$ cat src/sv/vfv_pkg.sv
`default_nettype none
// ----------------------------------------------------------------------------
// vfv_pkg
// Shared constants, types and helper functions of the voxel face visibility
// block: grid geometry, face directions and voxel memory request layout.
// ----------------------------------------------------------------------------
package vfv_pkg;

    localparam int GRID_WIDTH  = 32;
    localparam int GRID_HEIGHT = 64;
    localparam int TYPE_BITS   = 4;

    localparam int CELL_COUNT = GRID_WIDTH * GRID_HEIGHT * GRID_WIDTH;
    localparam int CELL_BITS  = $clog2(CELL_COUNT);

    // port field widths
    localparam int X_BITS        = 5;
    localparam int Y_BITS        = 6;
    localparam int Z_BITS        = 5;
    localparam int NEW_TYPE_BITS = 4;
    localparam int CELL_OUT_BITS = 4;
    localparam int MASK_BITS     = 16;
    localparam int MASK_IDX_BITS = $clog2(MASK_BITS);
    localparam int COUNT_BITS    = 6;

    // type 0 is air
    localparam logic [MASK_BITS-1:0] OPAQUE_RESET = 16'hFFFE;

    localparam int FACES          = 6;
    localparam int FACE_BITS      = $clog2(FACES);
    localparam int VERTS_PER_FACE = 6;

    // step counter: one read issued per face, plus a final step for the last beat
    localparam int STEP_BITS = $clog2(FACES + 2);

    // face order: -z, +z, -x, +x, +y, -y
    localparam int FACE_DX [FACES] = '{0, 0, -1, 1, 0, 0};
    localparam int FACE_DY [FACES] = '{0, 0, 0, 0, 1, -1};
    localparam int FACE_DZ [FACES] = '{-1, 1, 0, 0, 0, 0};

    localparam logic FUNC_WRITE = 1'b0;
    localparam logic FUNC_QUERY = 1'b1;

    typedef logic [CELL_BITS-1:0] cell_addr_t;
    typedef logic [TYPE_BITS-1:0] vox_type_t;

    typedef struct packed {
        logic       we;
        cell_addr_t addr;
        vox_type_t  wdata;
    } ram_req_t;

    function automatic logic in_grid(int x, int y, int z);
        return (x >= 0) && (x < GRID_WIDTH) && (y >= 0) && (y < GRID_HEIGHT)
            && (z >= 0) && (z < GRID_WIDTH);
    endfunction

    function automatic cell_addr_t cell_index(int x, int y, int z);
        logic [31:0] idx;
        idx = 32'((x * GRID_WIDTH + z) * GRID_HEIGHT + y);
        return idx[CELL_BITS-1:0];
    endfunction

    function automatic logic type_opaque(logic [MASK_BITS-1:0] mask, vox_type_t t);
        logic [31:0] tw;
        tw = 32'(t);
        return (tw < 32'(MASK_BITS)) && mask[tw[MASK_IDX_BITS-1:0]];
    endfunction

endpackage
`default_nettype wire

$ cat src/sv/vfv_ctrl.sv
`default_nettype none
// ----------------------------------------------------------------------------
// vfv_ctrl
// Query sequencer: drives the voxel memory port, walks the queried voxel and
// its six neighbors one read per cycle, and builds the result beat.
// ----------------------------------------------------------------------------
module vfv_ctrl (
    input  wire logic                             clk,
    input  wire logic                             rst_n,
    input  wire logic                             start,
    input  wire logic                             func,
    input  wire logic [vfv_pkg::X_BITS-1:0]        pos_x,
    input  wire logic [vfv_pkg::Y_BITS-1:0]        pos_y,
    input  wire logic [vfv_pkg::Z_BITS-1:0]        pos_z,
    input  wire logic [vfv_pkg::NEW_TYPE_BITS-1:0] new_type,
    input  wire logic [vfv_pkg::MASK_BITS-1:0]     opaque_mask,
    output logic                                  busy,
    output vfv_pkg::ram_req_t                     ram_req,
    input  wire vfv_pkg::vox_type_t                ram_rdata,
    output logic                                  done,
    output logic [vfv_pkg::CELL_OUT_BITS-1:0]      cell_type,
    output logic [vfv_pkg::FACES-1:0]              face_mask,
    output logic [vfv_pkg::COUNT_BITS-1:0]         vertex_count
);

    typedef enum logic [1:0] {
        ST_IDLE  = 2'b01,
        ST_QUERY = 2'b10
    } state_t;

    state_t                            state_reg, state_next;
    logic [vfv_pkg::STEP_BITS-1:0]     step_reg, step_next;
    logic [vfv_pkg::X_BITS-1:0]        x_reg, x_next;
    logic [vfv_pkg::Y_BITS-1:0]        y_reg, y_next;
    logic [vfv_pkg::Z_BITS-1:0]        z_reg, z_next;
    logic                              center_in_reg, center_in_next;
    logic [vfv_pkg::FACES-1:0]         nbr_in_reg, nbr_in_next;
    vfv_pkg::vox_type_t                type_reg, type_next;
    logic                              opq_reg, opq_next;
    logic [vfv_pkg::FACES-1:0]         mask_reg, mask_next;
    logic                              done_reg, done_next;
    logic [vfv_pkg::CELL_OUT_BITS-1:0] cell_type_reg, cell_type_next;
    logic [vfv_pkg::FACES-1:0]         face_mask_reg, face_mask_next;
    logic [vfv_pkg::COUNT_BITS-1:0]    vertex_count_reg, vertex_count_next;

    logic                              accept;
    logic [vfv_pkg::FACE_BITS-1:0]     rd_face;
    logic [vfv_pkg::FACE_BITS-1:0]     vis_face;
    logic                              visible;
    logic [vfv_pkg::FACES-1:0]         final_mask;
    logic [vfv_pkg::FACE_BITS:0]       face_cnt;

    assign accept = start && (state_reg == ST_IDLE);
    assign busy   = (state_reg != ST_IDLE);

    // step n issues the read of face n-1; the beat of face n-2 is on rdata
    always_comb
    begin
        rd_face  = '0;
        vis_face = '0;
        if ((step_reg >= vfv_pkg::STEP_BITS'(1)) &&
            (step_reg <= vfv_pkg::STEP_BITS'(vfv_pkg::FACES)))
        begin
            rd_face = vfv_pkg::FACE_BITS'(step_reg - vfv_pkg::STEP_BITS'(1));
        end
        if ((step_reg >= vfv_pkg::STEP_BITS'(2)) &&
            (step_reg <= vfv_pkg::STEP_BITS'(vfv_pkg::FACES + 1)))
        begin
            vis_face = vfv_pkg::FACE_BITS'(step_reg - vfv_pkg::STEP_BITS'(2));
        end
    end

    assign visible = !nbr_in_reg[vis_face] || !vfv_pkg::type_opaque(opaque_mask, ram_rdata);

    always_comb
    begin
        final_mask = mask_reg;
        final_mask[vfv_pkg::FACES-1] = visible;
        face_cnt = '0;
        for (int i = 0; i < vfv_pkg::FACES; i++)
        begin
            face_cnt = face_cnt + (vfv_pkg::FACE_BITS + 1)'(final_mask[i]);
        end
    end

    // memory port: direct from the input ports while idle
    always_comb
    begin
        ram_req.we    = 1'b0;
        ram_req.wdata = vfv_pkg::TYPE_BITS'(new_type);
        ram_req.addr  = vfv_pkg::cell_index(int'(pos_x), int'(pos_y), int'(pos_z));
        if (state_reg == ST_IDLE)
        begin
            ram_req.we = start && (func == vfv_pkg::FUNC_WRITE)
                && vfv_pkg::in_grid(int'(pos_x), int'(pos_y), int'(pos_z));
        end
        else
        begin
            ram_req.addr = vfv_pkg::cell_index(
                int'(x_reg) + vfv_pkg::FACE_DX[rd_face],
                int'(y_reg) + vfv_pkg::FACE_DY[rd_face],
                int'(z_reg) + vfv_pkg::FACE_DZ[rd_face]);
        end
    end

    always_comb
    begin
        state_next        = state_reg;
        step_next         = step_reg;
        x_next            = x_reg;
        y_next            = y_reg;
        z_next            = z_reg;
        center_in_next    = center_in_reg;
        nbr_in_next       = nbr_in_reg;
        type_next         = type_reg;
        opq_next          = opq_reg;
        mask_next         = mask_reg;
        done_next         = 1'b0;
        cell_type_next    = cell_type_reg;
        face_mask_next    = face_mask_reg;
        vertex_count_next = vertex_count_reg;

        case (state_reg)
            ST_IDLE:
            begin
                if (accept && (func == vfv_pkg::FUNC_QUERY))
                begin
                    state_next     = ST_QUERY;
                    step_next      = vfv_pkg::STEP_BITS'(1);
                    x_next         = pos_x;
                    y_next         = pos_y;
                    z_next         = pos_z;
                    center_in_next = vfv_pkg::in_grid(int'(pos_x), int'(pos_y), int'(pos_z));
                    for (int f = 0; f < vfv_pkg::FACES; f++)
                    begin
                        nbr_in_next[f] = vfv_pkg::in_grid(
                            int'(pos_x) + vfv_pkg::FACE_DX[f],
                            int'(pos_y) + vfv_pkg::FACE_DY[f],
                            int'(pos_z) + vfv_pkg::FACE_DZ[f]);
                    end
                end
            end
            ST_QUERY:
            begin
                step_next = step_reg + vfv_pkg::STEP_BITS'(1);
                if (step_reg == vfv_pkg::STEP_BITS'(1))
                begin
                    // beat of the queried voxel itself
                    type_next = ram_rdata;
                    opq_next  = vfv_pkg::type_opaque(opaque_mask, ram_rdata);
                    mask_next = '0;
                end
                else
                begin
                    mask_next[vis_face] = visible;
                end
                if (step_reg == vfv_pkg::STEP_BITS'(vfv_pkg::FACES + 1))
                begin
                    state_next = ST_IDLE;
                    done_next  = 1'b1;
                    if (center_in_reg)
                    begin
                        cell_type_next = vfv_pkg::CELL_OUT_BITS'(type_reg);
                    end
                    else
                    begin
                        cell_type_next = '0;
                    end
                    if (center_in_reg && opq_reg)
                    begin
                        face_mask_next    = final_mask;
                        vertex_count_next = vfv_pkg::COUNT_BITS'(face_cnt)
                            * vfv_pkg::COUNT_BITS'(vfv_pkg::VERTS_PER_FACE);
                    end
                    else
                    begin
                        face_mask_next    = '0;
                        vertex_count_next = '0;
                    end
                end
            end
            default:
            begin
                state_next = ST_IDLE;
            end
        endcase
    end

    always_ff @(posedge clk or negedge rst_n)
    begin
        if (!rst_n)
        begin
            state_reg <= ST_IDLE;
            step_reg  <= '0;
            done_reg  <= 1'b0;
        end
        else
        begin
            state_reg <= state_next;
            step_reg  <= step_next;
            done_reg  <= done_next;
        end
    end

    always_ff @(posedge clk)
    begin
        x_reg            <= x_next;
        y_reg            <= y_next;
        z_reg            <= z_next;
        center_in_reg    <= center_in_next;
        nbr_in_reg       <= nbr_in_next;
        type_reg         <= type_next;
        opq_reg          <= opq_next;
        mask_reg         <= mask_next;
        cell_type_reg    <= cell_type_next;
        face_mask_reg    <= face_mask_next;
        vertex_count_reg <= vertex_count_next;
    end

    assign done         = done_reg;
    assign cell_type    = cell_type_reg;
    assign face_mask    = face_mask_reg;
    assign vertex_count = vertex_count_reg;

endmodule
`default_nettype wire

$ cat config.mk
export PLATFORM = sky130hd
export DESIGN_NAME = vfv_ctrl
export DESIGN_NICKNAME = d
export VERILOG_FILES = /design/src/sv/vfv_pkg.sv /design/src/sv/vfv_ctrl.sv
export SDC_FILE = /design/constraint.sdc
export NUM_CORES = 1
export LEC_CHECK = 0
export ABC_AREA = 1
export BUFFER_PORTS_ARGS = -buffer_cell sky130_fd_sc_hd__buf_2
export CORE_MARGIN = 8
export CORE_UTILIZATION = 51
export CTS_BUF_LIST = sky130_fd_sc_hd__clkbuf_8
export DETAILED_ROUTE_END_ITERATION = 8
export PLACE_DENSITY_LB_ADDON = 0.15
export SETUP_SLACK_MARGIN = 0.4
export SLEW_MARGIN = 20
export SYNTH_ARGS = -nofsm -noshare
export SYNTH_HDL_FRONTEND = slang
export SYNTH_SLANG_ARGS = --single-unit
$ cat constraint.sdc
create_clock -name clk -period 6.7 [get_ports clk]
set_clock_uncertainty 0.05 [all_clocks]
set_input_delay 0.335 -clock clk [delete_from_list [all_inputs] [get_ports clk]]
set_output_delay 0.335 -clock clk [all_outputs]
set_load 0.01 [all_outputs]
======== Word level (Yosys, flattened, before mapping) ========
Memories as Yosys holds them, arrays and structs flattened.
Cells that the tools add are included.
cells by class
  add/sub/neg operators ................... 21
  multipliers ............................. 1
  magnitude comparators ................... 26
  eq/ne operators ......................... 7
  muxes and demuxes ....................... 24
  bitwise gates (word level) .............. 2
  reductions and logical operators ........ 40
operator list
  kind                   number
  $mux W16               3
  $logic_and A1 B1 Y1    31
  $add A6 B1 Y7 const B  3
  $ge A7 B1 Y1 const B   3
  $lt A7 B7 Y1 const B   3
  $mux W10               2
  $ge A6 B1 Y1 const B   3
  $add A16 B16 Y16       1
  $add A16 B6 Y16        1
  $add A7 B16 Y16        1
  $add A5 B1 Y6 const B  2
  $lt A5 B6 Y1 const B   2
  $lt A6 B6 Y1 const B   2
  $add A10 B10 Y10       1
  $add A10 B5 Y10        1
  $add A6 B10 Y10        1
  $ge A5 B1 Y1 const B   2
  $mux W5                2
  $reduce_and A2 Y1      5
  $mux W3                3
  $add A4 B1 Y4          2
  $add A7 B1 Y8 const B  1
  $ge A8 B1 Y1 const B   1
  $lt A8 B8 Y1 const B   1
  34 further kinds       44
storage, ports and cells
  register bits after elaboration ......... 55
  memory bits (read-only) ................. 768
  logic and storage cells ................. 138
  memories ................................ 3
memory list
  memory           depth  bits a word  read ports  clocked after Yosys merged registers in  wr ports  RTL line         text
  (no name shown)  8      32           1           0                                        0         vfv_ctrl.sv:102  int'(z_reg) + vfv_pkg::FACE_DZ[rd_face]);
  (no name shown)  8      32           1           0                                        0         vfv_ctrl.sv:101  int'(y_reg) + vfv_pkg::FACE_DY[rd_face],
  (no name shown)  8      32           1           0                                        0         vfv_ctrl.sv:100  int'(x_reg) + vfv_pkg::FACE_DX[rd_face],

======== Depth between registers and ports, before layout ========
  depth after elaboration ................. 11
  gate-level depth with buffers ........... 28
  depth with buffers taken out ............ 27

======== Worst setup path after synthesis ========
No wires, ideal clock.
  path type ............................... register to output
  start ................................... reg step_reg[0] (netlist name)
  end ..................................... out ram_req[19] (netlist name)
  arrival ................................. 3.656 ns
  slack ................................... 2.659 ns
  stages on the path, launching flop included .. 25
  cell sequence ........................... dfrtp_1 -> buf_6 -> inv_8 -> ha_1 -> inv_1 -> nand2_1 -> nand2_4 -> nor3_2 -> ha_1 -> fa_1 -> ha_1 -> inv_1 -> o21ai_0 -> nor2_1 -> xor2_1 -> inv_1 -> ha_1 -> inv_1 -> nor3_1 -> inv_1 -> o211ai_1 -> inv_1 -> nand3_1 -> nand3_1 -> nand2_1
RTL lines
  item                      RTL line         text
  start: declaration        vfv_ctrl.sv:32   logic [vfv_pkg::STEP_BITS-1:0] step_reg, step_next;
  start signal: assignment  vfv_ctrl.sv:200  step_reg <= step_next;
  end: declaration          vfv_ctrl.sv:18   output vfv_pkg::ram_req_t ram_req,

==> results.py <==
metrics = {
    "pwr": {
        "cellPowerDensity_nw_per_um2": 551,
        "leakage_power_total_nw": 2.34,
        "power.ir.vdd_worst_v": 0.000364,
    },
    "critical_path": {
        "worstSetupEndpointType": "primary output",
        "critical_path_at_ns": 4.63,
        "critPathKind": "reg2out",
        "timing.critical_path.mode_cell": "sky130_fd_sc_hd__inv_1",
        "crit_slowest_cell": "sky130_fd_sc_hd__dfrtp_1",
        "crit_path_max_fanout": 8,
        "max_stage_delay_ns": 0.52,
        "crit_start_category": "flip-flop",
        "critical_path_required_ns": 6.31,
    },
    "timing": {
        "timing.final.hold_violations": 0,
        "rsz0062_at_grt": "false",
        "totalNegativeSetupSlack_ns": 0,
        "setup-violations-final": 0,
        "timing.final.crit_share_pct": 74.9,
        "report.final.slew_viol_count": 0,
        "worstMarginPinSlew_ns": 0.904,
        "period_minus_slack_ns": 5.02,
        "timing.max_slew.rel_slack_pct": 39.7,
        "achievable-frequency_mhz": 199,
    },
    "floorplan": {
        "core-area_um2": 8050,
        "rows": 33,
        "io-pin-count": 83,
        "dieArea_um2": 11300,
        "die_width_um": 106,
        "initial_core_util_pct": 51.5,
        "chipHeight_um": 106,
    },
    "finish": {
        "layout.nets": 661,
        "final_core_utilization_pct": 58.0,
        "drive_above_1_share_pct": 19.8,
        "most_frequent_standard_cell_in_the_layout_excluding_fill_and_tap_cells": "sky130_fd_sc_hd__nand2_1",
        "most_frequent_cells_in_the_layout": "97 x sky130_fd_sc_hd__nand2_1, 82 x sky130_fd_sc_hd__inv_1, 73 x sky130_fd_sc_hd__buf_2",
        "antennaDiodeCount": 0,
        "areaGrowthSynthToFinish_pct": 12.7,
    },
    "clock_network": {
        "clock_latency_ns": 0.31,
        "h_tree_level_count": 2,
        "cts_inserted_buffers": 5,
        "cts.path.max_buffers": 2,
        "cts-hold-fix-buffers": 1,
        "cts.reportedPaths.clkPinSlew_ns": 0.11,
        "cts_tree": "yes",
        "cts_num_sinks": 53,
        "cts_setup_buffers": 0,
        "cts-resized-gates": 0,
        "cell_at_the_root_of_the_clock_tree": "sky130_fd_sc_hd__clkbuf_8",
    },
    "yosys": {
        "synth_warnings": 0,
        "synth.net_count": 590,
        "synth-main-ff-cell": "sky130_fd_sc_hd__edfxtp_1",
        "synth_area_per_cell_um2": 8.29,
        "synth_sequential_area_ratio_pct": 37.7,
        "ys_ff_latch": 53,
        "synth-edff-count": 47,
        "async_flop_share_pct": 11.3,
        "post_synth_instance_area_um2": 4150,
        "synthDistinctLibCells": 45,
        "netlist_instances": 500,
    },
    "drt": {
        "detail_route.wl_per_cell_um": 14.0,
        "drt_first_pass_iters": 5,
        "drcViolationCount": 0,
        "via_per_inst": 5.15,
        "drt_wl_total_um": 9470,
        "drt-initial-drc-count": 186,
        "antenna_violating_nets_post_route": 0,
        "routed-via-count": 3488,
    },
    "hold_path": {
        "hold_path_class": "in2reg",
    },
    "flow_run": {
        "maxCapViolCount": 0,
    },
    "status": {
        "run_status": "complete, no violations",
    },
    "global_route": {
        "grt_start_max_net_pins": 23,
        "track_usage_pct": 17.5,
        "global_route_wire_length_before_repair_um": 16400,
        "antenna_found_initial": 0,
        "first_global_vias": 3553,
        "gr-total-overflow": 0,
    },
    "placed_design": {
        "gp_routability_congestion": 0.899,
        "dpl.hpwl_um": 7640,
        "port_buffers": 73,
    },
}
cells by family after synthesis:
| logic type | share of synthesized area, % |
|---|---|
| simple gates | 22.5 |
| buf+inv | 9.54 |
| compound gates | 12.3 |
| flops | 37.7 |
| fa+ha+maj | 15.2 |
| xor+xnor | 2.75 |
| other cells | 0.0905 |
synth_stat cells, drive strengths merged (4+ instances only):
master	n	area, um2
edfxtp	47	1410
o211ai	5	47.5
nor4	4	25.0
nor2	41	171
nand4	4	31.3
xor2	8	70.1
nand2	109	449
inv	85	327
buf	8	61.3
or2	5	31.3
xnor2	5	43.8
dfrtp	5	125
nand3	32	178
ha	39	488
nor3	6	35.0
a21oi	30	150
fa	7	140
o21ai	42	214
per-stage QoR:
| step | hold WS (ns) | cells | cell area (um2) | total power, mW | worst slack, ns |
|---|---|---|---|---|---|
| floorplan | -0.0106 | 500 | 4150 | 1.97 | 2.66 |
| global placement | 0.110 | 668 | 4570 | 2.36 | 2.14 |
| detailed placement | 0.118 | 668 | 4570 | 2.39 | 2.07 |
| CTS | 0.168 | 677 | 4670 | 2.58 | 1.70 |
| global route | 0.167 | 677 | 4670 | 2.90 | 1.12 |
| finish | 0.170 | 677 | 4670 | 2.58 | 1.68 |
power by group:
| part | switching, mW | total, mW | internal [mW] |
|---|---|---|---|
| Combinational | 1.24 | 1.98 | 0.744 |
| Clock | 0.113 | 0.186 | 0.0734 |
| Sequential | 0.0233 | 0.409 | 0.386 |
| Total | 1.37 | 2.58 | 1.20 |
layout make-up:
cell class	instances	area, um2
Clock buffer	5	68.8
Clock inverter	3	17.5
Fill cell	746	3380
Inverter	85	327
Multi-Input combinational cell	352	2190
Sequential cell	53	1560
Tap cell	105	131
Timing Repair Buffer	74	375
worst max-delay path: cells and delay by family, from the launching register on:
family / cells / cell delay (ns)
AND/OR/NAND/NOR: 9 / 1.04
XOR/XNOR: 1 / 0.16
AO/OA/AOI/OAI: 2 / 0.31
flip-flops: 1 / 0.52
buffers and inverters: 8 / 0.75
adder cells (fa/ha/maj): 5 / 1.55
worst paths after layout:
path / start / end / slack (ns) / cells after the start
max in group asynchronous: rst_n / state_reg[0] / 6.06 / 2
min in group asynchronous: rst_n / done / 0.32 / 2
max reg2reg: step_reg[0] / vertex_count[4] / 2.35 / 20
max: step_reg[1] / ram_req[19] / 1.68 / 25
min reg2reg: type_reg[0] / cell_type[0] / 0.38 / 0
min: pos_z[0] / z_reg[0] / 0.17 / 1
routing by layer:
| metal | routed length [um] | vias up | GRT usage (%) |
|---|---|---|---|
| met5 | 0 | - | 0 |
| met4 | 117 | 0 | 4.02 |
| met3 | 517 | 12 | 3.57 |
| met2 | 4500 | 98 | 29.9 |
| met1 | 4330 | 1582 | 22.3 |
| li1 | - | 1796 | - |
(Power assumes the default switching activity.)
